`src/design/source_token_scanner_macros.svh`:
```
// Assertion macros used by the result queue module (sts_out)
`ifndef SOURCE_TOKEN_SCANNER_MACROS_SVH
`define SOURCE_TOKEN_SCANNER_MACROS_SVH

// check a property on every rising clock edge outside reset
`define STS_CHECK(lbl, prop, msg) \
  lbl: assert property (@(posedge clk) disable iff (rst) (prop)) else $error(msg);

// check an implication on every rising clock edge outside reset
`define STS_IMPLY(lbl, cond, prop, msg) \
  lbl: assert property (@(posedge clk) disable iff (rst) (cond) |-> (prop)) else $error(msg);

`endif

```
`src/design/sts_pkg.sv`:
```
// Types and constants of the source token scanner
package sts_pkg;

  typedef enum logic [1:0] {
    CMD_CHAR = 2'd0,
    CMD_EOL  = 2'd1,
    CMD_EOI  = 2'd2
  } cmd_t;

  typedef enum logic [2:0] {
    MODE_IDLE    = 3'd0,
    MODE_COMMENT = 3'd1,
    MODE_IDENT   = 3'd2,
    MODE_NUMBER  = 3'd3,
    MODE_STRING  = 3'd4,
    MODE_STRQ    = 3'd5
  } mode_t;

  typedef enum logic [2:0] {
    KIND_IDENT  = 3'd0,
    KIND_NUMBER = 3'd1,
    KIND_PUNCT  = 3'd2,
    KIND_STRING = 3'd3,
    KIND_STOP   = 3'd4
  } kind_t;

  typedef struct packed {
    logic [7:0] tok_char;
    logic       has_char;
    kind_t      kind;
    logic       last;
  } tok_t;

  localparam logic [7:0] CH_LBRACE = 8'h7B;
  localparam logic [7:0] CH_RBRACE = 8'h7D;
  localparam logic [7:0] CH_QUOTE  = 8'h27;
  localparam logic [7:0] CH_UNDER  = 8'h5F;
  localparam logic [7:0] CH_LO_A   = 8'h61;
  localparam logic [7:0] CH_LO_Z   = 8'h7A;
  localparam logic [7:0] CH_UP_A   = 8'h41;
  localparam logic [7:0] CH_UP_Z   = 8'h5A;
  localparam logic [7:0] CH_ZERO   = 8'h30;
  localparam logic [7:0] CH_NINE   = 8'h39;
  localparam logic [7:0] CH_TAB    = 8'h09;
  localparam logic [7:0] CH_NL     = 8'h0A;
  localparam logic [7:0] CH_SPACE  = 8'h20;
  localparam logic [7:0] CASE_BIT  = 8'h20;

  localparam int unsigned FIFO_DEPTH = 4;
  localparam int unsigned PTR_W      = 2;
  localparam int unsigned CNT_W      = 3;

endpackage

```
`src/design/sts_step.sv`:
```
// Scanner state and per-word token step
module sts_step
  import sts_pkg::*;
(
  input  logic       clk,
  input  logic       rst,
  input  logic       fire,
  input  cmd_t       cmd,
  input  logic [7:0] ch,
  output logic [1:0] push_n,
  output tok_t       res0,
  output tok_t       res1
);

  mode_t      scan_mode, scan_mode_next;
  logic [7:0] held_char, held_char_next;
  logic       held_valid, held_valid_next;

  logic       is_char, is_letter, is_digit, cont, do_start;
  logic [7:0] folded;
  logic       a_v, b_v;
  tok_t       a_r, b_r;

  always_comb begin
    is_letter = ((ch >= CH_LO_A) && (ch <= CH_LO_Z)) ||
                ((ch >= CH_UP_A) && (ch <= CH_UP_Z)) || (ch == CH_UNDER);
    is_digit  = (ch >= CH_ZERO) && (ch <= CH_NINE);
    folded    = ((ch >= CH_LO_A) && (ch <= CH_LO_Z)) ? (ch & ~CASE_BIT) : ch;
    is_char   = (cmd == CMD_CHAR);
  end

  always_comb begin
    scan_mode_next  = scan_mode;
    held_char_next  = held_char;
    held_valid_next = held_valid;
    a_v      = 1'b0;
    b_v      = 1'b0;
    a_r      = '{tok_char: held_char, has_char: 1'b1, kind: KIND_STRING, last: 1'b0};
    b_r      = '{tok_char: ch, has_char: 1'b1, kind: KIND_PUNCT, last: 1'b1};
    cont     = 1'b0;
    do_start = 1'b0;
    if ((cmd == CMD_CHAR) || (cmd == CMD_EOL) || (cmd == CMD_EOI)) begin
      case (scan_mode)
        MODE_COMMENT: begin
          if (is_char && (ch == CH_RBRACE)) begin
            scan_mode_next = MODE_IDLE;
          end
        end
        MODE_IDENT, MODE_NUMBER: begin
          cont = is_char && ((scan_mode == MODE_IDENT) ? (is_letter || is_digit) : is_digit);
          a_v      = 1'b1;
          a_r.kind = (scan_mode == MODE_IDENT) ? KIND_IDENT : KIND_NUMBER;
          if (cont) begin
            held_char_next  = (scan_mode == MODE_IDENT) ? folded : ch;
            held_valid_next = 1'b1;
          end else begin
            a_r.last        = 1'b1;
            held_valid_next = 1'b0;
            scan_mode_next  = MODE_IDLE;
            do_start        = is_char;
          end
        end
        MODE_STRING: begin
          if (is_char) begin
            if (ch == CH_QUOTE) begin
              scan_mode_next = MODE_STRQ;
            end else begin
              a_v             = held_valid;
              held_char_next  = ch;
              held_valid_next = 1'b1;
            end
          end else begin
            a_v             = 1'b1;
            a_r.last        = 1'b1;
            a_r.has_char    = held_valid;
            a_r.tok_char    = held_valid ? held_char : 8'h00;
            held_valid_next = 1'b0;
            scan_mode_next  = MODE_IDLE;
          end
        end
        MODE_STRQ: begin
          if (is_char && (ch == CH_QUOTE)) begin
            a_v             = held_valid;
            held_char_next  = CH_QUOTE;
            held_valid_next = 1'b1;
            scan_mode_next  = MODE_STRING;
          end else begin
            a_v             = 1'b1;
            a_r.last        = 1'b1;
            a_r.has_char    = held_valid;
            a_r.tok_char    = held_valid ? held_char : 8'h00;
            held_valid_next = 1'b0;
            scan_mode_next  = MODE_IDLE;
            do_start        = is_char;
          end
        end
        default: begin
          if (is_char) begin
            do_start = 1'b1;
          end else begin
            scan_mode_next = MODE_IDLE;
          end
        end
      endcase

      if (do_start) begin
        held_valid_next = 1'b0;
        if ((ch == CH_SPACE) || (ch == CH_TAB) || (ch == CH_NL)) begin
          scan_mode_next = MODE_IDLE;
        end else if (ch == CH_LBRACE) begin
          scan_mode_next = MODE_COMMENT;
        end else if (is_letter) begin
          held_char_next  = folded;
          held_valid_next = 1'b1;
          scan_mode_next  = MODE_IDENT;
        end else if (is_digit) begin
          held_char_next  = ch;
          held_valid_next = 1'b1;
          scan_mode_next  = MODE_NUMBER;
        end else if (ch == CH_QUOTE) begin
          scan_mode_next = MODE_STRING;
        end else begin
          b_v            = 1'b1;
          scan_mode_next = MODE_IDLE;
        end
      end

      if (cmd == CMD_EOI) begin
        b_v             = 1'b1;
        b_r             = '{tok_char: 8'h00, has_char: 1'b0, kind: KIND_STOP, last: 1'b1};
        scan_mode_next  = MODE_IDLE;
        held_char_next  = 8'h00;
        held_valid_next = 1'b0;
      end
    end
  end

  always_comb begin
    res0   = a_v ? a_r : b_r;
    res1   = b_r;
    push_n = fire ? ({1'b0, a_v} + {1'b0, b_v}) : 2'd0;
  end

  always_ff @(posedge clk) begin
    if (rst) begin
      scan_mode  <= MODE_IDLE;
      held_char  <= 8'h00;
      held_valid <= 1'b0;
    end else if (fire) begin
      scan_mode  <= scan_mode_next;
      held_char  <= held_char_next;
      held_valid <= held_valid_next;
    end
  end

endmodule

```
`src/design/sts_out.sv`:
```
// Result queue feeding the output stream
module sts_out
  import sts_pkg::*;
(
  input  logic       clk,
  input  logic       rst,
  input  logic [1:0] push_n,
  input  tok_t       res0,
  input  tok_t       res1,
  output logic       room,
  output logic       m_axis_tvalid,
  input  logic       m_axis_tready,
  output logic [7:0] m_axis_tdata,  // tok_char
  output logic [3:0] m_axis_tuser,  // has_char, kind
  output logic       m_axis_tlast
);

  `include "source_token_scanner_macros.svh"

  tok_t             slots [FIFO_DEPTH];
  logic [PTR_W-1:0] wptr, wptr_next, rptr;
  logic [CNT_W-1:0] count, count_next;
  logic             pop;
  tok_t             head;

  always_comb begin
    head          = slots[rptr];
    pop           = m_axis_tvalid && m_axis_tready;
    m_axis_tvalid = (count != '0);
    m_axis_tdata  = head.tok_char;
    m_axis_tuser  = {head.kind, head.has_char};
    m_axis_tlast  = head.last;
    room          = (count <= CNT_W'(FIFO_DEPTH - 2));
    wptr_next     = wptr + PTR_W'(1);
    count_next    = count + CNT_W'(push_n) - CNT_W'(pop);
  end

  always_ff @(posedge clk) begin
    if (push_n != 2'd0) begin
      slots[wptr] <= res0;
    end
    if (push_n == 2'd2) begin
      slots[wptr_next] <= res1;
    end
  end

  always_ff @(posedge clk) begin
    if (rst) begin
      wptr  <= '0;
      rptr  <= '0;
      count <= '0;
    end else begin
      wptr  <= wptr + PTR_W'(push_n);
      rptr  <= rptr + PTR_W'(pop);
      count <= count_next;
    end
  end

  `STS_CHECK(a_count_bound, count <= CNT_W'(FIFO_DEPTH), "result queue overfilled")
  `STS_CHECK(a_push_bound, push_n != 2'd3, "more than two results for one word")
  `STS_IMPLY(a_push_room, push_n != 2'd0, room, "results pushed without room")
  `STS_CHECK(a_ptr_track, PTR_W'(wptr - rptr) == PTR_W'(count), "queue pointers out of step")

endmodule

```
`src/design/source_token_scanner.sv`:
```
// Top level of the source token scanner
// Takes one word per cycle: s_axis_tuser carries the command (character, end of line,
// end of input) and s_axis_tdata the byte. Each word passes an input register, then
// one combinational scan step updates the scanner state and writes zero, one or two
// result words into a four-entry queue; the output is driven from the queue head.
// A word that yields two results (a token closed by punctuation, or by end of input)
// writes both into the queue at once; the input keeps flowing at one word per cycle until
// the queue holds more than two results. A token's final character is held back until
// the next word shows where it ends.
module source_token_scanner
  import sts_pkg::*;
(
  input  logic       clk,
  input  logic       rst,
  input  logic       s_axis_tvalid,
  output logic       s_axis_tready,
  input  logic [7:0] s_axis_tdata,  // ch
  input  logic [1:0] s_axis_tuser,  // cmd
  output logic       m_axis_tvalid,
  input  logic       m_axis_tready,
  output logic [7:0] m_axis_tdata,  // tok_char
  output logic [3:0] m_axis_tuser,  // has_char, kind
  output logic       m_axis_tlast
);

  logic       in_full;
  cmd_t       in_cmd;
  logic [7:0] in_ch;
  logic       room, advance, accept;
  logic [1:0] push_n;
  tok_t       res0, res1;

  always_comb begin
    advance       = in_full && room;
    s_axis_tready = !in_full || advance;
    accept        = s_axis_tvalid && s_axis_tready;
  end

  always_ff @(posedge clk) begin
    if (rst) begin
      in_full <= 1'b0;
    end else if (accept) begin
      in_full <= 1'b1;
    end else if (advance) begin
      in_full <= 1'b0;
    end
  end

  always_ff @(posedge clk) begin
    if (accept) begin
      in_cmd <= cmd_t'(s_axis_tuser);
      in_ch  <= s_axis_tdata;
    end
  end

  sts_step u_step (
    .clk    (clk),
    .rst    (rst),
    .fire   (advance),
    .cmd    (in_cmd),
    .ch     (in_ch),
    .push_n (push_n),
    .res0   (res0),
    .res1   (res1)
  );

  sts_out u_out (
    .clk           (clk),
    .rst           (rst),
    .push_n        (push_n),
    .res0          (res0),
    .res1          (res1),
    .room          (room),
    .m_axis_tvalid (m_axis_tvalid),
    .m_axis_tready (m_axis_tready),
    .m_axis_tdata  (m_axis_tdata),
    .m_axis_tuser  (m_axis_tuser),
    .m_axis_tlast  (m_axis_tlast)
  );

endmodule

```
`config.mk`:
```
export PLATFORM = sky130hd
export DESIGN_NAME = source_token_scanner
export DESIGN_NICKNAME = d
export VERILOG_FILES = /design/src/design/sts_pkg.sv /design/src/design/sts_step.sv /design/src/design/sts_out.sv /design/src/design/source_token_scanner.sv
export VERILOG_INCLUDE_DIRS = /design/src /design/src/design
export SDC_FILE = /design/constraint.sdc
export NUM_CORES = 1
export LEC_CHECK = 0
export BUFFER_PORTS_ARGS = -buffer_cell sky130_fd_sc_hd__clkbuf_2
export CAP_MARGIN = 15
export CORE_MARGIN = 3
export CORE_UTILIZATION = 50
export DETAILED_ROUTE_END_ITERATION = 8
export PLACE_DENSITY = 0.68
export SYNTH_ARGS = -nofsm -noshare
export SYNTH_HDL_FRONTEND = slang
export SYNTH_HIERARCHICAL = 1
export SYNTH_SLANG_ARGS = --single-unit
```
`constraint.sdc`:
```
create_clock -name clk -period 5.05 [get_ports clk]
set_input_delay 0.505 -clock clk [delete_from_list [all_inputs] [get_ports clk]]
set_output_delay 0.505 -clock clk [all_outputs]
set_load 0.01 [all_outputs]
```
# After elaboration in Yosys (flattened, before gate mapping)
# Memory sizes are Yosys's and may differ from the RTL's. A register that Yosys moved wholly into a read port is not among the register bits.
# Index checks and enable logic that the tools add are counted.
# word_totals
ramBits,52
reg_bits,30
out_inout_bits,15
in_bits,14
memories,1
# memory_table
name,words,width,read_ports,rd_clocked_by_memory_dff,wr,line,rtl
u_out.slots,4,13,1,1,2,sts_out.sv:20,tok_t slots [FIFO_DEPTH];
# classes
n_mux,79
magnitude_cmp,7
eq_ne,20
add_sub_neg,6
n_reduce_logical,28
# ops
cell,count
8-bit two-way mux,11
13-bit two-way mux,4
3-bit two-way mux,14
1-bit two-way mux,37
8-bit by 7-bit == test with 1-bit output (second input constant),3
8-bit case mux with 3 select lines,1
9-bit two-way mux,2
9-bit case mux with 2 select lines,1
8-bit by 4-bit == test with 1-bit output (second input constant),2
8-bit by 6-bit == test with 1-bit output (second input constant),2
8-bit by 7-bit greater-or-equal comparator with 1-bit output (second input constant),2
8-bit by 7-bit less-or-equal comparator with 1-bit output (second input constant),2
6-bit two-way mux,2
1-bit case mux with 3 select lines,4
3-bit case mux with 4 select lines,1
5-bit != test (second input constant),2
1-bit logical AND,9
8-bit by 6-bit greater-or-equal comparator with 1-bit output (second input constant),1
8-bit by 6-bit less-or-equal comparator with 1-bit output (second input constant),1
1-bit logical OR,8
7-bit != test (second input constant),1
3-bit by 2-bit == test with 1-bit output (second input constant),2
3-bit == test (second input constant),2
6-bit AND reduction,1
other kinds (21),25

# Depth between registers and ports, before layout
# logic_depth
ltp_word,18
depth_mapped,16

# Cells and area by module
# Netlist, hierarchy kept.
# by_module_without_submodules
module,n_inst,cells_each,area_per_inst_um2,seq_area_each_um2
sts_out,1,172,2999.1,1701.6
sts_step,1,203,1547.7,240.2
source_token_scanner,1,16,362.8,320.3

# Least setup slack after synthesis
# No wires, ideal clock.
# synth_path
kind,register to register
start,register in_ch[3]
end,"memory u_out/slots[0][0] (netlist bit), enable pin"
path_buffers,1
setup_time_ns,0.404
period_less_slack_ns,3.973
arrival_ns,3.569
stages_incl_launch_ff,11
path_slack_ns,1.077
required_time_ns,4.646
cell_sequence,edfxtp_1 -> buf_6 -> nor4_4 -> nand4_1 -> maj3_2 -> o311ai_2 -> inv_1 -> ha_1 -> and2_1 -> nor2_1 -> o31ai_1
# synth_lines
item,line,rtl
from (decl),source_token_scanner.sv:28,logic [7:0] in_ch;
from (signal assigned),source_token_scanner.sv:52,in_ch <= s_axis_tdata;
to (decl),sts_out.sv:20,

==> summary.md <==
| Metric | Value |
|---|---|
| Run status | `complete, no violations` |
| Max Clock Skew | `0.00986 ns` |
| Skew-Pair Late Insertion Delay | `0.35 ns` |
| CTS tree | `built` |
| Critical path class | `flip-flop to flip-flop` |
| Reg2reg start | `in_ch[3]` |
| Antenna Diode Count | `0` |
| Critical path buffer and inverter count | `2` |
| Vias per cell | `6.14` |
| Worst reg2reg path depth | `10` |
| Predominant post-synthesis flop cell | `edfxtp_1` |
| Clk sink count | `82` |
| Pwr dens | `319 nW/um^2` |
| Worst flop-to-flop path endpoint | `u_out/slots[0][6]` |
| Synth warnings | `6` |
| Max incr delay on CP | `0.61 ns` |
| Fmax | `243 MHz` |
| Post-DP Area | `5030 sq um` |
| HP Start | `s_axis_tuser[0]` |
| Layout cells sized above 1 | `32.6%` |
| Worst IR Drop VDD | `0.161 mV` |
| Post-synth ARST share | `0%` |
| # IOs | `29` |
| Arr. time, crit path | `4.17 ns` |
| PortBufs | `28` |
| CP Capture Type | `flip-flop` |
| DR pass1 iterations | `5` |
| Kind of cell adding the most delay to the critical path | `simple AND/OR/NAND/NOR gates` |
| Final hold vios | `0` |
| Util after Layout | `55.8%` |
| Worst-margin pin slew | `1.01 ns` |
| RSZ-0062 raised after global routing | `no` |
| FP Rows | `35` |
| Syn_nets | `410` |
| Worst endpoint required time | `5.10 ns` |
| Total track usage | `19.9%` |
| Clock power frac | `29.2%` |
| DR WL/cell | `19.8 microns` |
| Initial antenna violation count | `0` |
| Logic gate share of total power | `20.6%` |
| Switching Share | `28.9%` |
| Part of the cycle the worst path needs | `81.6%` |
| First-pass GRT wire length | `17,400 microns` |
| Largest net degree at the start of global routing | `21` |
| Leakage | `1.86 nW` |
| Clock Tree Buf Depth | `2` |
| Initial Utilization | `52.4%` |
| Final WL | `10,600 microns` |
| Post-route cell area | `5230 sq um` |
| Max cap viols | `0` |
| ANT nets after route | `0` |
| Sequential Power Share | `50.1%` |
| Syn Inst Count | `391` |
| CP max FO | `14` |
| Tot Pwr | `1.67 mW` |
| Nets | `419` |
| Psw | `482 uW` |
| WP depth | `10` |
| CP Launch Point | `in_ch[3]` |
| Dpl cells | `518` |
| GPL Wtd Cong | `0.853` |
| Post-synth EDFFs | `62` |
| Worst setup endpoint | `u_out/slots[0][6]` |
| Int Power | `1.19 mW` |
| Sequential element share of the synthesized area | `46.1%` |
| Final min period | `4.12 ns` |
| Post-CTS Setup Bufs | `0` |
| Max-slew violation count | `0` |
| Chip width | `105 microns` |
| Critical-path cell list | `nor4_4 > nand4_1 > maj3_2 > o311ai_2 > inv_1 > ha_1 > and2_1 > nand4b_2 > o31ai_2 > buf_4` |
| Rel. slew slack | `32.3%` |
| Post-cts repair resize count | `0` |
| Post-route DRC | `0` |
| Area growth, synth to finish | `6.60%` |
| GR Overflow Total | `0` |
| Most frequent cells in the layout | `edfxtp_1, mux2_2, clkbuf_2` |
| Avg Cell Area, Syn | `12.6 sq um` |
| DRC marker count from the first detailed-route iteration | `214` |
| Core outline area | `9370 sq um` |
| Non-Filler Instances | `534` |
| Most common cell after layout, fill and taps aside | `edfxtp_1` |
| H-tree depth | `3` |
| Setup_tns | `0 ns` |
| CTS root buf | `clkbuf_8` |
| Worst Hold Class | `input port to flip-flop` |
| Seq cells post-synth | `82` |
| Hold_buf cts | `0` |
| Final setup fails | `0` |
| Post-DP HPWL | `7240 microns` |
| Distinct cells, synth | `82` |
| Number of global-route vias before repair | `3,259` |
| Crit start category | `flip-flop` |
| Die Y | `105 microns` |
| Synthesized area | `4910 sq um` |
| Clock Pin Slew Worst Setup and Hold Paths | `0.09 ns` |
| Routed vias | `3,277` |
| TritonCTS Buffers | `9` |
| Flop-to-flop setup slack | `0.93 ns` |
| DIE AREA | `11,000 sq um` |
| Slowest-stage cell, CP | `nand4b_2` |
[layout make-up]
class / count / area (sq um)
fill: 811 / 4140
multi-input combinational: 266 / 2400
sequential: 82 / 2260
timing repair buffer: 33 / 178
tap: 129 / 161
clock buffer: 9 / 124
clock inverter: 7 / 76.3
inverter: 8 / 30.0
[kinds of logic (layout without fill, tap and decap cells)]
| family | count (synthesis) | in the layout | share of synthesized area [%] |
|---|---|---|---|
| fa+ha+maj | 7 | 7 | 1.86 |
| other cells | 2 | 2 | 0.153 |
| compound gates | 83 | 83 | 13.4 |
| flops | 82 | 82 | 46.1 |
| simple gates | 99 | 99 | 12.8 |
| mux | 72 | 72 | 19.4 |
| buf+inv | 43 | 57 | 5.22 |
| xor+xnor | 3 | 3 | 1.12 |
[routing by layer]
layer | share of wire (%) | up-vias | track usage [%]
li1 | - | 1535 | -
met1 | 45 | 1604 | 27.7
met2 | 48 | 117 | 31.3
met3 | 5.4 | 21 | 2.84
met4 | 2.1 | 0 | 7.78
met5 | 0 | - | 0
[synthesized netlist by cell type, types with 9 or more instances]
master	n	area, sq um
mux4_2	13	293
a22o_1	12	105
o21ai_0	9	45.0
a21oi_1	13	65.1
mux2_2	46	518
nor2_1	21	78.8
nand2_1	13	48.8
edfxtp_1	62	1860
buf_2	10	50.1
dfxtp_1	20	400
mux2_1	9	101
clkbuf_1	9	33.8
nor2b_1	10	62.6
and2_1	13	81.3
[sequential cells by signal, indices dropped and copies added, names as in the netlist]
| register | count |
|---|---|
| in_full | 1 |
| u_out/rptr | 2 |
| u_out/slots | 52 |
| u_out/wptr | 2 |
| u_step/scan_mode | 3 |
| in_ch | 8 |
| u_step/held_char | 8 |
| u_out/count | 3 |
| u_step/held_valid | 1 |
| in_cmd | 2 |
[worst min-delay path by stage]
stage,endpoint,slack (ns),cells after the start
floorplan,u_step/held_char[7],0.43,1
global placement,u_step/held_char[7],0.45,1
detailed placement,u_step/held_char[7],0.46,1
CTS,in_cmd[1],0.31,1
global route,in_ch[3],0.31,1
finish,in_cmd[0],0.32,1
[power groups by stage]
stage          registers (mW)  logic (mW)  clock network (mW)
6_report                0.837       0.344               0.488
5_1_grt                 0.847       0.384               0.525
4_1_cts                 0.839       0.348               0.502
3_5_place_dp            0.854       0.346                   0
3_3_place_gp            0.852       0.343                   0
2_1_floorplan           0.797       0.315                   0
[metrics by stage]
step / hold WS [ns] / worst slack, ns
CTS: 0.306 / 0.943
global placement: 0.450 / 1.11
floorplan: 0.433 / 1.08
finish: 0.322 / 0.931
detailed placement: 0.461 / 0.937
global route: 0.312 / 0.695
Note: power is estimated with default switching activity, not from simulation.
